**src/design/swdt_pkg.sv**
```systemverilog
// Shared constants, codes and types for the Super I/O watchdog register block.
// No dependencies; every other design file imports this package.
`timescale 1ns / 1ps

package swdt_pkg;

  // Field widths
  localparam int unsigned ACTION_W = 2;
  localparam int unsigned BYTE_W   = 8;
  localparam int unsigned TPM_W    = 24;

  // Default prescaler width and ticks-per-minute after reset
  localparam int unsigned PRESCALE_BITS_DEF = 24;
  localparam logic [TPM_W-1:0] TPM_RESET = TPM_W'(60);

  // Beat action codes
  localparam logic [ACTION_W-1:0] ACT_WRITE = 2'd0;
  localparam logic [ACTION_W-1:0] ACT_READ  = 2'd1;
  localparam logic [ACTION_W-1:0] ACT_TICK  = 2'd2;

  // Port select
  localparam logic PORT_INDEX = 1'b0;
  localparam logic PORT_DATA  = 1'b1;

  // Lock sequence stages
  localparam logic [1:0] STG_LOCKED   = 2'd0;
  localparam logic [1:0] STG_KEY_SEEN = 2'd1;
  localparam logic [1:0] STG_OPEN     = 2'd2;

  // Keys, register indexes and device numbers
  localparam logic [BYTE_W-1:0] UNLOCK_KEY  = 8'h87;
  localparam logic [BYTE_W-1:0] LOCK_KEY    = 8'hAA;
  localparam logic [BYTE_W-1:0] REG_DEVICE  = 8'h07;
  localparam logic [BYTE_W-1:0] DEV_WDOG    = 8'h08;
  localparam logic [BYTE_W-1:0] DEV_PINS    = 8'h07;
  localparam logic [BYTE_W-1:0] REG_COUNT   = 8'hF2;
  localparam logic [BYTE_W-1:0] REG_CONTROL = 8'hF3;
  localparam logic [BYTE_W-1:0] REG_STATUS  = 8'hF4;
  localparam logic [BYTE_W-1:0] REG_PINFN   = 8'hE6;
  localparam logic [BYTE_W-1:0] PINFN_RESET = 8'h08;

  // Control from the register file to the minute timer
  typedef struct packed {
    logic              tick;
    logic              reload;
    logic [BYTE_W-1:0] reload_value;
  } swdt_tmr_ctrl_t;

  // Status from the minute timer
  typedef struct packed {
    logic [BYTE_W-1:0] minutes;
    logic              expire;
  } swdt_tmr_stat_t;

endpackage

```
**src/design/swdt_if.sv**
```systemverilog
// Valid/ready channel interfaces: bus/tick input, result output, config write.
// Depends on swdt_pkg for field widths.
`timescale 1ns / 1ps

interface swdt_in_if
  import swdt_pkg::*;
();
  logic                valid;
  logic                ready;
  logic [ACTION_W-1:0] action;
  logic                port;
  logic [BYTE_W-1:0]   write_data;

  modport source (output valid, action, port, write_data, input ready);
  modport sink   (input valid, action, port, write_data, output ready);
endinterface

interface swdt_out_if
  import swdt_pkg::*;
();
  logic              valid;
  logic              ready;
  logic [BYTE_W-1:0] read_data;
  logic              expired;
  logic              reset_request;
  logic              unlocked;

  modport source (output valid, read_data, expired, reset_request, unlocked, input ready);
  modport sink   (input valid, read_data, expired, reset_request, unlocked, output ready);
endinterface

interface swdt_cfg_if
  import swdt_pkg::*;
();
  logic             valid;
  logic             ready;
  logic [TPM_W-1:0] ticks_per_minute;

  modport source (output valid, ticks_per_minute, input ready);
  modport sink   (input valid, ticks_per_minute, output ready);
endinterface

```
**src/design/swdt_timer.sv**
```systemverilog
// Minute timer: tick prescaler and minute down counter with expiry pulse.
// Depends on swdt_pkg for the control/status structs.
`timescale 1ns / 1ps

module swdt_timer
  import swdt_pkg::*;
#(
  parameter int unsigned PrescaleBits = PRESCALE_BITS_DEF
) (
  input  logic             clk_i,
  input  logic             rst_ni,
  input  logic [TPM_W-1:0] ticks_per_minute_i,
  input  swdt_tmr_ctrl_t   ctrl_i,
  output swdt_tmr_stat_t   stat_o
);

  localparam int unsigned CmpW = ((PrescaleBits > TPM_W) ? PrescaleBits : TPM_W) + 1;

  logic [PrescaleBits-1:0] prescale_q, prescale_d;
  logic [BYTE_W-1:0]       minutes_q, minutes_d;
  logic [CmpW-1:0]         tpm_ext, span, period, inc;
  logic                    expire;

  // Effective period: zero counts as one, clamped to the prescaler span
  always_comb begin
    tpm_ext = CmpW'(ticks_per_minute_i);
    span    = CmpW'(1) << PrescaleBits;
    if (tpm_ext == '0) begin
      period = CmpW'(1);
    end else if (tpm_ext > span) begin
      period = span;
    end else begin
      period = tpm_ext;
    end
    inc = CmpW'(prescale_q) + CmpW'(1);
  end

  // Prescaler and counter update
  always_comb begin
    prescale_d = prescale_q;
    minutes_d  = minutes_q;
    expire     = 1'b0;
    if (ctrl_i.reload) begin
      minutes_d  = ctrl_i.reload_value;
      prescale_d = '0;
    end else if (ctrl_i.tick) begin
      if (minutes_q == '0) begin
        prescale_d = '0;
      end else if (inc >= period) begin
        prescale_d = '0;
        minutes_d  = minutes_q - BYTE_W'(1);
        expire     = (minutes_q == BYTE_W'(1));
      end else begin
        prescale_d = inc[PrescaleBits-1:0];
      end
    end
  end

  always_ff @(posedge clk_i or negedge rst_ni) begin
    if (!rst_ni) begin
      prescale_q <= '0;
      minutes_q  <= '0;
    end else begin
      prescale_q <= prescale_d;
      minutes_q  <= minutes_d;
    end
  end

  assign stat_o.minutes = minutes_q;
  assign stat_o.expire  = expire;

  // A disabled counter keeps the prescaler parked at zero
  a_idle_prescale: assert property (@(posedge clk_i) disable iff (!rst_ni)
    minutes_q == '0 |-> prescale_q == '0)
    else $error("prescaler running while counter disabled");

  // Expiry only comes from a tick stepping the counter from one
  a_expire_step: assert property (@(posedge clk_i) disable iff (!rst_ni)
    expire |=> minutes_q == '0 && $past(minutes_q) == BYTE_W'(1))
    else $error("expiry without counter reaching zero");

  // Reload loads the counter and restarts the prescaler
  a_reload_load: assert property (@(posedge clk_i) disable iff (!rst_ni)
    ctrl_i.reload |=> minutes_q == $past(ctrl_i.reload_value) && prescale_q == '0)
    else $error("reload not applied");

endmodule

```
**src/design/superio_watchdog_registers.sv**
```systemverilog
// Top level: Super I/O index/data configuration port with minute watchdog.
// Depends on swdt_pkg, swdt_if.sv interfaces and swdt_timer.
//
//   channel | dir | beat contents
//   in_i    | in  | action, port, write_data
//   out_o   | out | read_data, expired, reset_request, unlocked
//   cfg_i   | in  | ticks_per_minute
//
// Each beat is decoded and applied as accepted; its result is in the output
// register on the next cycle. One beat per cycle is sustained unless stalled:
// in_i.ready drops only while the output register is full and stalled.
// cfg_i is always ready. Reset clears all but the result payload; ticks_per_minute returns to 60.
`timescale 1ns / 1ps

module superio_watchdog_registers
  import swdt_pkg::*;
#(
  parameter int unsigned PrescaleBits = PRESCALE_BITS_DEF
) (
  input  logic       clk_i,
  input  logic       rst_ni,
  swdt_in_if.sink    in_i,
  swdt_out_if.source out_o,
  swdt_cfg_if.sink   cfg_i
);

  logic [1:0]        stage_q, stage_d;
  logic [BYTE_W-1:0] index_q, index_d;
  logic [BYTE_W-1:0] device_q, device_d;
  logic [BYTE_W-1:0] control_q, control_d;
  logic [BYTE_W-1:0] status_q, status_d;
  logic [BYTE_W-1:0] pinfn_q, pinfn_d;
  logic [TPM_W-1:0]  tpm_q;

  logic              out_valid_q;
  logic [BYTE_W-1:0] rd_data_q, rd_data_d;
  logic              expired_q, reset_req_q, unlocked_q;

  logic              in_acc, open_now;
  logic [BYTE_W-1:0] wdata;
  swdt_tmr_ctrl_t    tmr_ctrl;
  swdt_tmr_stat_t    tmr_stat;

  assign in_acc    = in_i.valid & in_i.ready;
  assign in_i.ready = ~out_valid_q | out_o.ready;
  assign cfg_i.ready = 1'b1;
  assign open_now  = stage_q[1];
  assign wdata     = in_i.write_data;

  // Config register
  always_ff @(posedge clk_i or negedge rst_ni) begin
    if (!rst_ni) begin
      tpm_q <= TPM_RESET;
    end else if (cfg_i.valid) begin
      tpm_q <= cfg_i.ticks_per_minute;
    end
  end

  swdt_timer #(
    .PrescaleBits(PrescaleBits)
  ) u_timer (
    .clk_i              (clk_i),
    .rst_ni             (rst_ni),
    .ticks_per_minute_i (tpm_q),
    .ctrl_i             (tmr_ctrl),
    .stat_o             (tmr_stat)
  );

  // Beat decode: lock sequence, register writes, reads, ticks
  always_comb begin
    stage_d   = stage_q;
    index_d   = index_q;
    device_d  = device_q;
    control_d = control_q;
    status_d  = status_q;
    pinfn_d   = pinfn_q;
    rd_data_d = '0;
    tmr_ctrl  = '0;
    if (in_acc) begin
      unique case (in_i.action)
        ACT_WRITE: begin
          if (in_i.port == PORT_INDEX) begin
            if (open_now) begin
              if (wdata == LOCK_KEY) stage_d = STG_LOCKED;
              else                   index_d = wdata;
            end else if (wdata == UNLOCK_KEY) begin
              stage_d = (stage_q == STG_LOCKED) ? STG_KEY_SEEN : STG_OPEN;
            end else begin
              stage_d = STG_LOCKED;
            end
          end else if (open_now) begin
            if (index_q == REG_DEVICE) begin
              device_d = wdata;
            end else if (device_q == DEV_WDOG) begin
              unique case (index_q)
                REG_COUNT: begin
                  tmr_ctrl.reload       = 1'b1;
                  tmr_ctrl.reload_value = wdata;
                end
                REG_CONTROL: control_d = wdata;
                REG_STATUS:  status_d  = {wdata[BYTE_W-1:1], status_q[0] & wdata[0]};
                default: ;
              endcase
            end else if (device_q == DEV_PINS && index_q == REG_PINFN) begin
              pinfn_d = wdata;
            end
          end
        end
        ACT_READ: begin
          if (in_i.port == PORT_DATA && open_now) begin
            if (index_q == REG_DEVICE) begin
              rd_data_d = device_q;
            end else if (device_q == DEV_WDOG) begin
              unique case (index_q)
                REG_COUNT:   rd_data_d = tmr_stat.minutes;
                REG_CONTROL: rd_data_d = control_q;
                REG_STATUS:  rd_data_d = status_q;
                default:     rd_data_d = '0;
              endcase
            end else if (device_q == DEV_PINS && index_q == REG_PINFN) begin
              rd_data_d = pinfn_q;
            end
          end
        end
        ACT_TICK: tmr_ctrl.tick = 1'b1;
        default: ;
      endcase
    end
    // Counter reaching zero sets the expired flag
    if (tmr_stat.expire) status_d[0] = 1'b1;
  end

  // Register state
  always_ff @(posedge clk_i or negedge rst_ni) begin
    if (!rst_ni) begin
      stage_q   <= STG_LOCKED;
      index_q   <= '0;
      device_q  <= '0;
      control_q <= '0;
      status_q  <= '0;
      pinfn_q   <= '0;
    end else begin
      stage_q   <= stage_d;
      index_q   <= index_d;
      device_q  <= device_d;
      control_q <= control_d;
      status_q  <= status_d;
      pinfn_q   <= pinfn_d;
    end
  end

  // Result register
  always_ff @(posedge clk_i or negedge rst_ni) begin
    if (!rst_ni) begin
      out_valid_q <= 1'b0;
    end else if (in_acc) begin
      out_valid_q <= 1'b1;
    end else if (out_o.ready) begin
      out_valid_q <= 1'b0;
    end
  end

  always_ff @(posedge clk_i) begin
    if (in_acc) begin
      rd_data_q   <= rd_data_d;
      expired_q   <= status_d[0];
      reset_req_q <= status_d[0] & (pinfn_d == PINFN_RESET);
      unlocked_q  <= stage_d[1];
    end
  end

  assign out_o.valid         = out_valid_q;
  assign out_o.read_data     = rd_data_q;
  assign out_o.expired       = expired_q;
  assign out_o.reset_request = reset_req_q;
  assign out_o.unlocked      = unlocked_q;

  // Reported flag tracks the status register after the beat
  a_expired_tracks: assert property (@(posedge clk_i) disable iff (!rst_ni)
    in_acc |=> out_o.expired == status_q[0])
    else $error("expired output out of step with status");

  // Reset request never without the expired flag
  a_req_needs_exp: assert property (@(posedge clk_i) disable iff (!rst_ni)
    out_valid_q && out_o.reset_request |-> out_o.expired)
    else $error("reset request without expiry");

  // Nonzero read data only comes from an unlocked port
  a_read_unlocked: assert property (@(posedge clk_i) disable iff (!rst_ni)
    out_valid_q && out_o.read_data != '0 |-> out_o.unlocked)
    else $error("data returned while locked");

  // Lock stage never reaches the unused code
  a_stage_range: assert property (@(posedge clk_i) disable iff (!rst_ni)
    stage_q != 2'd3)
    else $error("lock stage out of range");

endmodule
```
**src/flat_wrapper.sv**
```systemverilog
// flat-port wrapper written by rule: the top's interface ports become plain ports
module superio_watchdog_registers_flat import swdt_pkg::*;
#(
  parameter int unsigned PrescaleBits = PRESCALE_BITS_DEF
)
  (clk_i, rst_ni, in_i_valid, in_i_action, in_i_port, in_i_write_data, in_i_ready, out_o_valid, out_o_read_data, out_o_expired, out_o_reset_request, out_o_unlocked, out_o_ready, cfg_i_valid, cfg_i_ticks_per_minute, cfg_i_ready);
  swdt_in_if in_i_i ();
  swdt_out_if out_o_i ();
  swdt_cfg_if cfg_i_i ();
  input  logic clk_i;
  input  logic rst_ni;
  input wire logic [$bits(in_i_i.valid)-1:0] in_i_valid;
  input wire logic [$bits(in_i_i.action)-1:0] in_i_action;
  input wire logic [$bits(in_i_i.port)-1:0] in_i_port;
  input wire logic [$bits(in_i_i.write_data)-1:0] in_i_write_data;
  output wire logic [$bits(in_i_i.ready)-1:0] in_i_ready;
  output wire logic [$bits(out_o_i.valid)-1:0] out_o_valid;
  output wire logic [$bits(out_o_i.read_data)-1:0] out_o_read_data;
  output wire logic [$bits(out_o_i.expired)-1:0] out_o_expired;
  output wire logic [$bits(out_o_i.reset_request)-1:0] out_o_reset_request;
  output wire logic [$bits(out_o_i.unlocked)-1:0] out_o_unlocked;
  input wire logic [$bits(out_o_i.ready)-1:0] out_o_ready;
  input wire logic [$bits(cfg_i_i.valid)-1:0] cfg_i_valid;
  input wire logic [$bits(cfg_i_i.ticks_per_minute)-1:0] cfg_i_ticks_per_minute;
  output wire logic [$bits(cfg_i_i.ready)-1:0] cfg_i_ready;
  assign in_i_i.valid = in_i_valid;
  assign in_i_i.action = in_i_action;
  assign in_i_i.port = in_i_port;
  assign in_i_i.write_data = in_i_write_data;
  assign in_i_ready = in_i_i.ready;
  assign out_o_valid = out_o_i.valid;
  assign out_o_read_data = out_o_i.read_data;
  assign out_o_expired = out_o_i.expired;
  assign out_o_reset_request = out_o_i.reset_request;
  assign out_o_unlocked = out_o_i.unlocked;
  assign out_o_i.ready = out_o_ready;
  assign cfg_i_i.valid = cfg_i_valid;
  assign cfg_i_i.ticks_per_minute = cfg_i_ticks_per_minute;
  assign cfg_i_ready = cfg_i_i.ready;
  superio_watchdog_registers #(.PrescaleBits(PrescaleBits)) u_core (.clk_i(clk_i), .rst_ni(rst_ni), .in_i(in_i_i), .out_o(out_o_i), .cfg_i(cfg_i_i));
endmodule
```
**config.mk**
```make
export PLATFORM = sky130hd
export DESIGN_NAME = superio_watchdog_registers_flat
export DESIGN_NICKNAME = d
export VERILOG_FILES = /design/src/design/swdt_pkg.sv /design/src/design/swdt_if.sv /design/src/design/swdt_timer.sv /design/src/design/superio_watchdog_registers.sv /design/src/flat_wrapper.sv
export SDC_FILE = /design/constraint.sdc
export NUM_CORES = 1
export LEC_CHECK = 0
export BUFFER_PORTS_ARGS = -buffer_cell sky130_fd_sc_hd__buf_2
export CAP_MARGIN = 20
export CORE_MARGIN = 2
export CORE_UTILIZATION = 40
export DETAILED_ROUTE_END_ITERATION = 10
export PLACE_DENSITY = 0.6
export SYNTH_ARGS = -nofsm -noshare
export SYNTH_HDL_FRONTEND = slang
export SYNTH_SLANG_ARGS = --single-unit
export TNS_END_PERCENT = 50
```
**constraint.sdc**
```tcl
create_clock -name clk_i -period 3.75 [get_ports clk_i]
set_clock_uncertainty 0.15 [all_clocks]
set_input_delay 0.1875 -clock clk_i [delete_from_list [all_inputs] [get_ports clk_i]]
set_output_delay 0.1875 -clock clk_i [all_outputs]
set_load 0.05 [all_outputs]
```
======== Word-level counts from Yosys, hierarchy flattened ========
Cells that the tools add are included.
storage, ports and cells
  output and inout port bits .............. 14
  word-level logic and storage cells ...... 109
  register bits after elaboration ......... 110
  input bits .............................. 40
cells by class
  bitwise gates (word level) .............. 8
  mux-type cells .......................... 50
  equal/unequal tests ..................... 15
  $lt $le $gt $ge ......................... 2
  reductions and logical operators ........ 16
  $add $sub $neg .......................... 2
operator list
  cell                                                             count
  two-way mux 8 bit                                                14
  two-way mux 24 bit                                               4
  two-way mux 9 bit                                                6
  two-way mux 25 bit                                               2
  equality test 8 bit, second input constant                       6
  adder 24 x 1 -> 25 bit, second input constant                    1
  greater-or-equal comparator 25 bit                               1
  greater-than comparator 24 x 25 -> 1 bit, second input constant  1
  logical NOT 24 bit                                               1
  case mux 8 bit (3 select lines)                                  1
  equality test 8 x 3 -> 1 bit, second input constant              2
  equality test 8 x 4 -> 1 bit, second input constant              2
  two-way mux 1 bit                                                15
  two-way mux 2 bit                                                7
  AND reduction 7 bit                                              2
  two-way mux 10 bit                                               1
  AND reduction 5 bit                                              2
  equality test 8 x 1 -> 1 bit, second input constant              1
  logical NOT 8 bit                                                1
  subtractor 8 x 1 -> 8 bit, second input constant                 1
  nonzero test 2 bit                                               3
  logical NOT 2 bit                                                2
  inverter 1 bit                                                   4
  AND reduction 4 bit                                              1
  9 further kinds                                                  12

======== Depth between registers and ports, before layout ========
  word-level depth ........................ 12
  depth in mapped cells ................... 15
  gate-level depth less buffers ........... 14

======== By module ========
From an unflattened synthesis, not the netlist that was laid out.
second synthesis, totals
  cells, all modules ...................... 592
  area, all modules ....................... 6251.0 um^2
modules (own cells, without submodules)
  module                      cells an instance  area each (um^2)  times used  sequential area each (um^2)
  superio_watchdog_registers  285                3624.7            1           2011.9
  swdt_timer                  307                2626.3            1           800.8

======== Worst setup path after synthesis ========
Ideal clock, no wire load.
  kind .................................... register to register
  start ................................... register u_core.u_timer.prescale_q[0]
  end ..................................... register u_core.reset_req_q (netlist: u_core.out_o.reset_request), data pin
  library setup time ...................... 0.146 ns
  required time ........................... 3.454 ns
  data arrival time ....................... 3.250 ns
  stages on the path, launching flop included .. 14
  clock period less this slack ............ 3.547 ns
  buffers on the path ..................... 0
  slack ................................... 0.203 ns
  cell sequence ........................... dfrtp_1 nand4_1 nor4_2 nand2_1 o21a_1 or2_2 ha_1 nand4_1 nor4_1 o21ai_0 o211ai_2 nor2_1 o31ai_1 a21boi_1
between the ends
  longest elaborated chain between the ends .. 8
ends and longest elaborated chain
  what                                line                               text
  start: declaration                  swdt_timer.sv:19                   logic [PrescaleBits-1:0] prescale_q, prescale_d;
  start signal: assignment            swdt_timer.sv:64                   prescale_q <= prescale_d;
  adder 24 x 1 -> 25 bit              swdt_timer.sv:35                   inc = CmpW'(prescale_q) + CmpW'(1);
  greater-or-equal comparator 25 bit  swdt_timer.sv:49                   end else if (inc >= period) begin
  two-way mux 1 bit                   swdt_timer.sv:49
  two-way mux 1 bit                   swdt_timer.sv:47                   if (minutes_q == '0) begin
  two-way mux 1 bit                   swdt_timer.sv:46                   end else if (ctrl_i.tick) begin
  two-way mux 1 bit                   swdt_timer.sv:43                   if (ctrl_i.reload) begin
  two-way mux 1 bit                   superio_watchdog_registers.sv:130  if (tmr_stat.expire) status_d[0] = 1'b1;
  net u_core.status_d[0]              superio_watchdog_registers.sv:31   logic [BYTE_W-1:0] status_q, status_d;
  bitwise AND 1 bit                   superio_watchdog_registers.sv:167  reset_req_q <= status_d[0] & (pinfn_d == PINFN_RESET);
  end signal: assignment              superio_watchdog_registers.sv:167
  end: declaration                    superio_watchdog_registers.sv:37   logic expired_q, reset_req_q, unlocked_q;
The timed path passes the listed nets, and every way through them passes these cells.
A chain may end at the register's enable or synchronous reset.

======== Final worst setup path ========
  start ................................... register u_core.u_timer.prescale_q[0]
  end ..................................... register u_core.u_timer.prescale_q[12]
between the ends
  longest elaborated chain between the ends .. 6
ends and longest elaborated chain
  what                                line
  adder 24 x 1 -> 25 bit (*)          swdt_timer.sv:35
  greater-or-equal comparator 25 bit  swdt_timer.sv:49
  two-way mux 24 bit (*)              swdt_timer.sv:49
  two-way mux 24 bit (*)              swdt_timer.sv:47
  two-way mux 24 bit (*)              swdt_timer.sv:46
  two-way mux 24 bit (*)              swdt_timer.sv:43
Every way passes the cells marked *; elsewhere a longest branch is shown, timed or not. The select of a mux whose other input is x is not followed.

==> impl_metrics.ini <==
[outcome]
status = complete, no violations

[worst_setup_path]
critical-path-top-delay-family = simple AND/OR/NAND/NOR gates
worst_setup_path_start_kind = flip-flop
crit_chain = ha_4, nand3_4, nor4_4, and2_4, and4_1, xor2_1, ha_1, nand4_1, buf_4, nor2_2, nand2_1, o211ai_2, buf_6, nor3b_4, buf_12, buf_8, a21oi_1, a31oi_1
slowest_delay_ns = 0.41
crit_type = reg -> reg
end_kind = flip-flop
slowest_stage = dfrtp_1
critical_path.max_fanout = 7
arrival_ns = 3.76
critPathBufInv = 4
worstPathRequired_ns = 3.87

[place]
dp_cells = 852
hpwl_um = 10800
place.gp.congestion = 0.895
preCtsSetupSlack_ns = -0.0892
io_buffers = 52

[timing]
post-route-period-util = 0.970
setup_slack_ns = 0.113
hold_viol = 0
max_slew_margin = 0.382
fin_hold_ws_ns = 0.0623
fin_crit_ns = 3.64
slew_viol_final = 0
rsz0062_at_grt = true
max_freq_mhz = 275
tightestPinTransition_ns = 0.920
setup_viol = 0

[clock_network]
cts_buffer_depth = 2
h-tree-depth = 3
root_buffer = clkbuf_16
insertion_delay_ns = 0.36
cts_sinks = 110
clk_pin_slew_ns = 0.07
numCtsBuffers = 9
cts_tree = done

[floorplan]
coreArea_um2 = 15100
placement_rows = 45
die_height_um = 128
die_area_um2 = 16300
dieWidth_um = 128
io_pins = 54
start_util = 0.405

[logic_synthesis]
synth_top_area_frac = 0.389
synth-seq-cells = 110
synth_top_area_cell = dfrtp_1
yosysWarnings = 0
synth_ff_type = dfrtp_1
async_flop_share = 0.900
yosysSeqAreaShare = 0.460
syn_inst = 608
synth.distinct_cells = 67
synth.cell_area_um2 = 6120
avgSynthCellArea_um2 = 10.1
syn_nets = 676
synth-edff-count = 11
synth_area_leaders = dfrtp_1 (39%), mux2_2 (7.4%), ha_1 (5.7%)

[flow_run]
maxCapViolCount = 0

[pwr]
clock_power_share = 0.335
power_density_nw_per_um2 = 371
pwr-share-seq = 0.497
p_leak_uw = 0.00349
vdd.ir_drop.worst_mv = 0.241
net-switching-power_uw = 797
swShare = 0.287
finalPower_uw = 2780
p_int_uw = 1980
comb_power_share = 0.168

[route]
vias = 5000
post_drt_via_cell_ratio = 5.51
routed_wl_um = 15600
drc = 0
ant_nets = 0
first_pass_iters = 5
drt_iter0_markers = 332
wire_per_inst_um = 17.2

[grt]
first_global_vias = 4768
busiest_layer = met2
antenna_found_initial = 0
use_met2 = 0.291
met1_usage = 0.282
grt_overflow = 0
met3_usage = 0.0296
track_usage = 0.192
grt_pass1_wl_um = 24500
grt_start_max_net_pins = 81

[cells_and_area]
register_area_um2 = 2810
final_common_cell = dfrtp_1
fin_cells = 907
final.fill_count = 1408
drive_gt1_frac = 0.256
layout_common_cells = dfrtp_1 (94), nand2_1 (82), buf_2 (51)
area_delta_synth_final_pct = 22.6
postLayoutCoreUtil = 0.497
multi_input_area_um2 = 3150
diodes = 0
nets = 782

[hold_path]
min_path_type = in -> reg
## final timing paths
path	start	end	slack [ns]	cells past startpoint
setup reg to reg	u_core.u_timer.prescale_q[0]$_DFFE_PN0P_	u_core.u_timer.prescale_q[12]$_DFFE_PN0P_	0.11	18
hold / removal	in_i_write_data[4]	u_core.u_timer.minutes_q[4]$_DFFE_PN0P_	0.06	3
hold reg to reg	u_core.stage_q[0]$_DFFE_PN0P_	u_core.stage_q[0]$_DFFE_PN0P_	0.34	1
setup / recovery	u_core.u_timer.prescale_q[0]$_DFFE_PN0P_	u_core.u_timer.prescale_q[12]$_DFFE_PN0P_	0.11	18
max in group asynchronous	rst_ni	u_core.control_q[6]$_DFFE_PN0P_	2.36	4
min in group asynchronous	rst_ni	u_core.tpm_q[7]$_DFFE_PN0P_	0.13	2
## layout make-up
class | count | area share
Sequential cell | 110 | 0.375
Clock inverter | 5 | 0.00567
Timing Repair Buffer | 114 | 0.118
Clock buffer | 11 | 0.0324
Multi-Input combinational cell | 444 | 0.420
Tap cell | 188 | 0.0314
Inverter | 35 | 0.0175
## repair_timing
action                                 CTS  global route
pin swaps                                2            20
setup endpoints to repair               10            26
endpoints found under the hold margin  101             0
buffers inserted                         1             6
resized for setup                        1            24
hold buffers                            27             0
gates cloned                             0             3
## per-stage QoR
stage          setup TNS [ns]  area [um^2]
5_1_grt                -0.866         7500
2_1_floorplan               0         6120
3_3_place_gp                0         6690
3_5_place_dp           -0.423         6690
6_report                    0         7500
4_1_cts                     0         7260
## kinds of logic after synthesis
kind of cell | after synthesis | synth area share
muxes | 54 | 0.0970
and+or+nand+nor | 220 | 0.194
other | 1 | 0.000613
AOI/OAI and AO/OA | 119 | 0.121
xor gates and xnor gates | 22 | 0.0315
DFF | 110 | 0.460
buffers and inverters | 54 | 0.0387
adders and majority gates | 28 | 0.0573
## flip-flops by register name, indices dropped and copies added (netlist names), 2 cells and up
name and cells:
u_core.stage_q 2, u_core.status_q 8, u_core.u_timer.minutes_q 8, u_core.tpm_q 24
u_core.out_o.read_data 8, u_core.device_q 8, u_core.control_q 8, u_core.u_timer.prescale_q 24
u_core.index_q 8, u_core.pinfn_q 8
## worst reg2reg max path, delay by kind of cell (launching register included)
family                   cells  cell delay [ns]
buffers and inverters        4             0.59
XOR/XNOR                     1             0.20
AND/OR/NAND/NOR              8             1.44
flip-flops                   1             0.41
adder cells (fa/ha/maj)      2             0.46
AO/OA/AOI/OAI                3             0.31
## layer usage
metal / part of all wire / routed length, um
met1: 0.49 / 7660
met2: 0.44 / 6840
met3: 0.047 / 739
met4: 0.022 / 335
met5: 0 / 0
## cell usage after synthesis (3+ instances only)
cell      instances
a22o_1            6
nor4_2            3
mux2_2           40
nor2_1           28
and2_1            3
and3_1            6
or2_2             5
buf_2             6
a32oi_1           3
ha_1             28
edfxtp_1         11
o211ai_2          3
o21ai_0          44
nand4_1          10
mux2i_1          12
nand3_1          21
a31oi_1          11
nor3_1           11
nor4_1            9
nand2_1          83
and4_1            3
buf_6             3
a21oi_1          26
xnor2_1          11
a22oi_1           7
a211oi_1          3
inv_1            35
nand2b_1          7
clkbuf_1          8
nor2b_1           6
dfrtp_1          95
dfstp_2           4
or3_1             3
xor2_1           11
## power groups by stage
stage	clock network [uW]	registers (uW)	logic, uW
floorplan	0	1390	258
global placement	0	1390	397
detailed placement	0	1390	415
CTS	958	1370	438
global route	1000	1390	516
finish	932	1380	467
No activity file was read; power rests on OpenSTA's default activity.
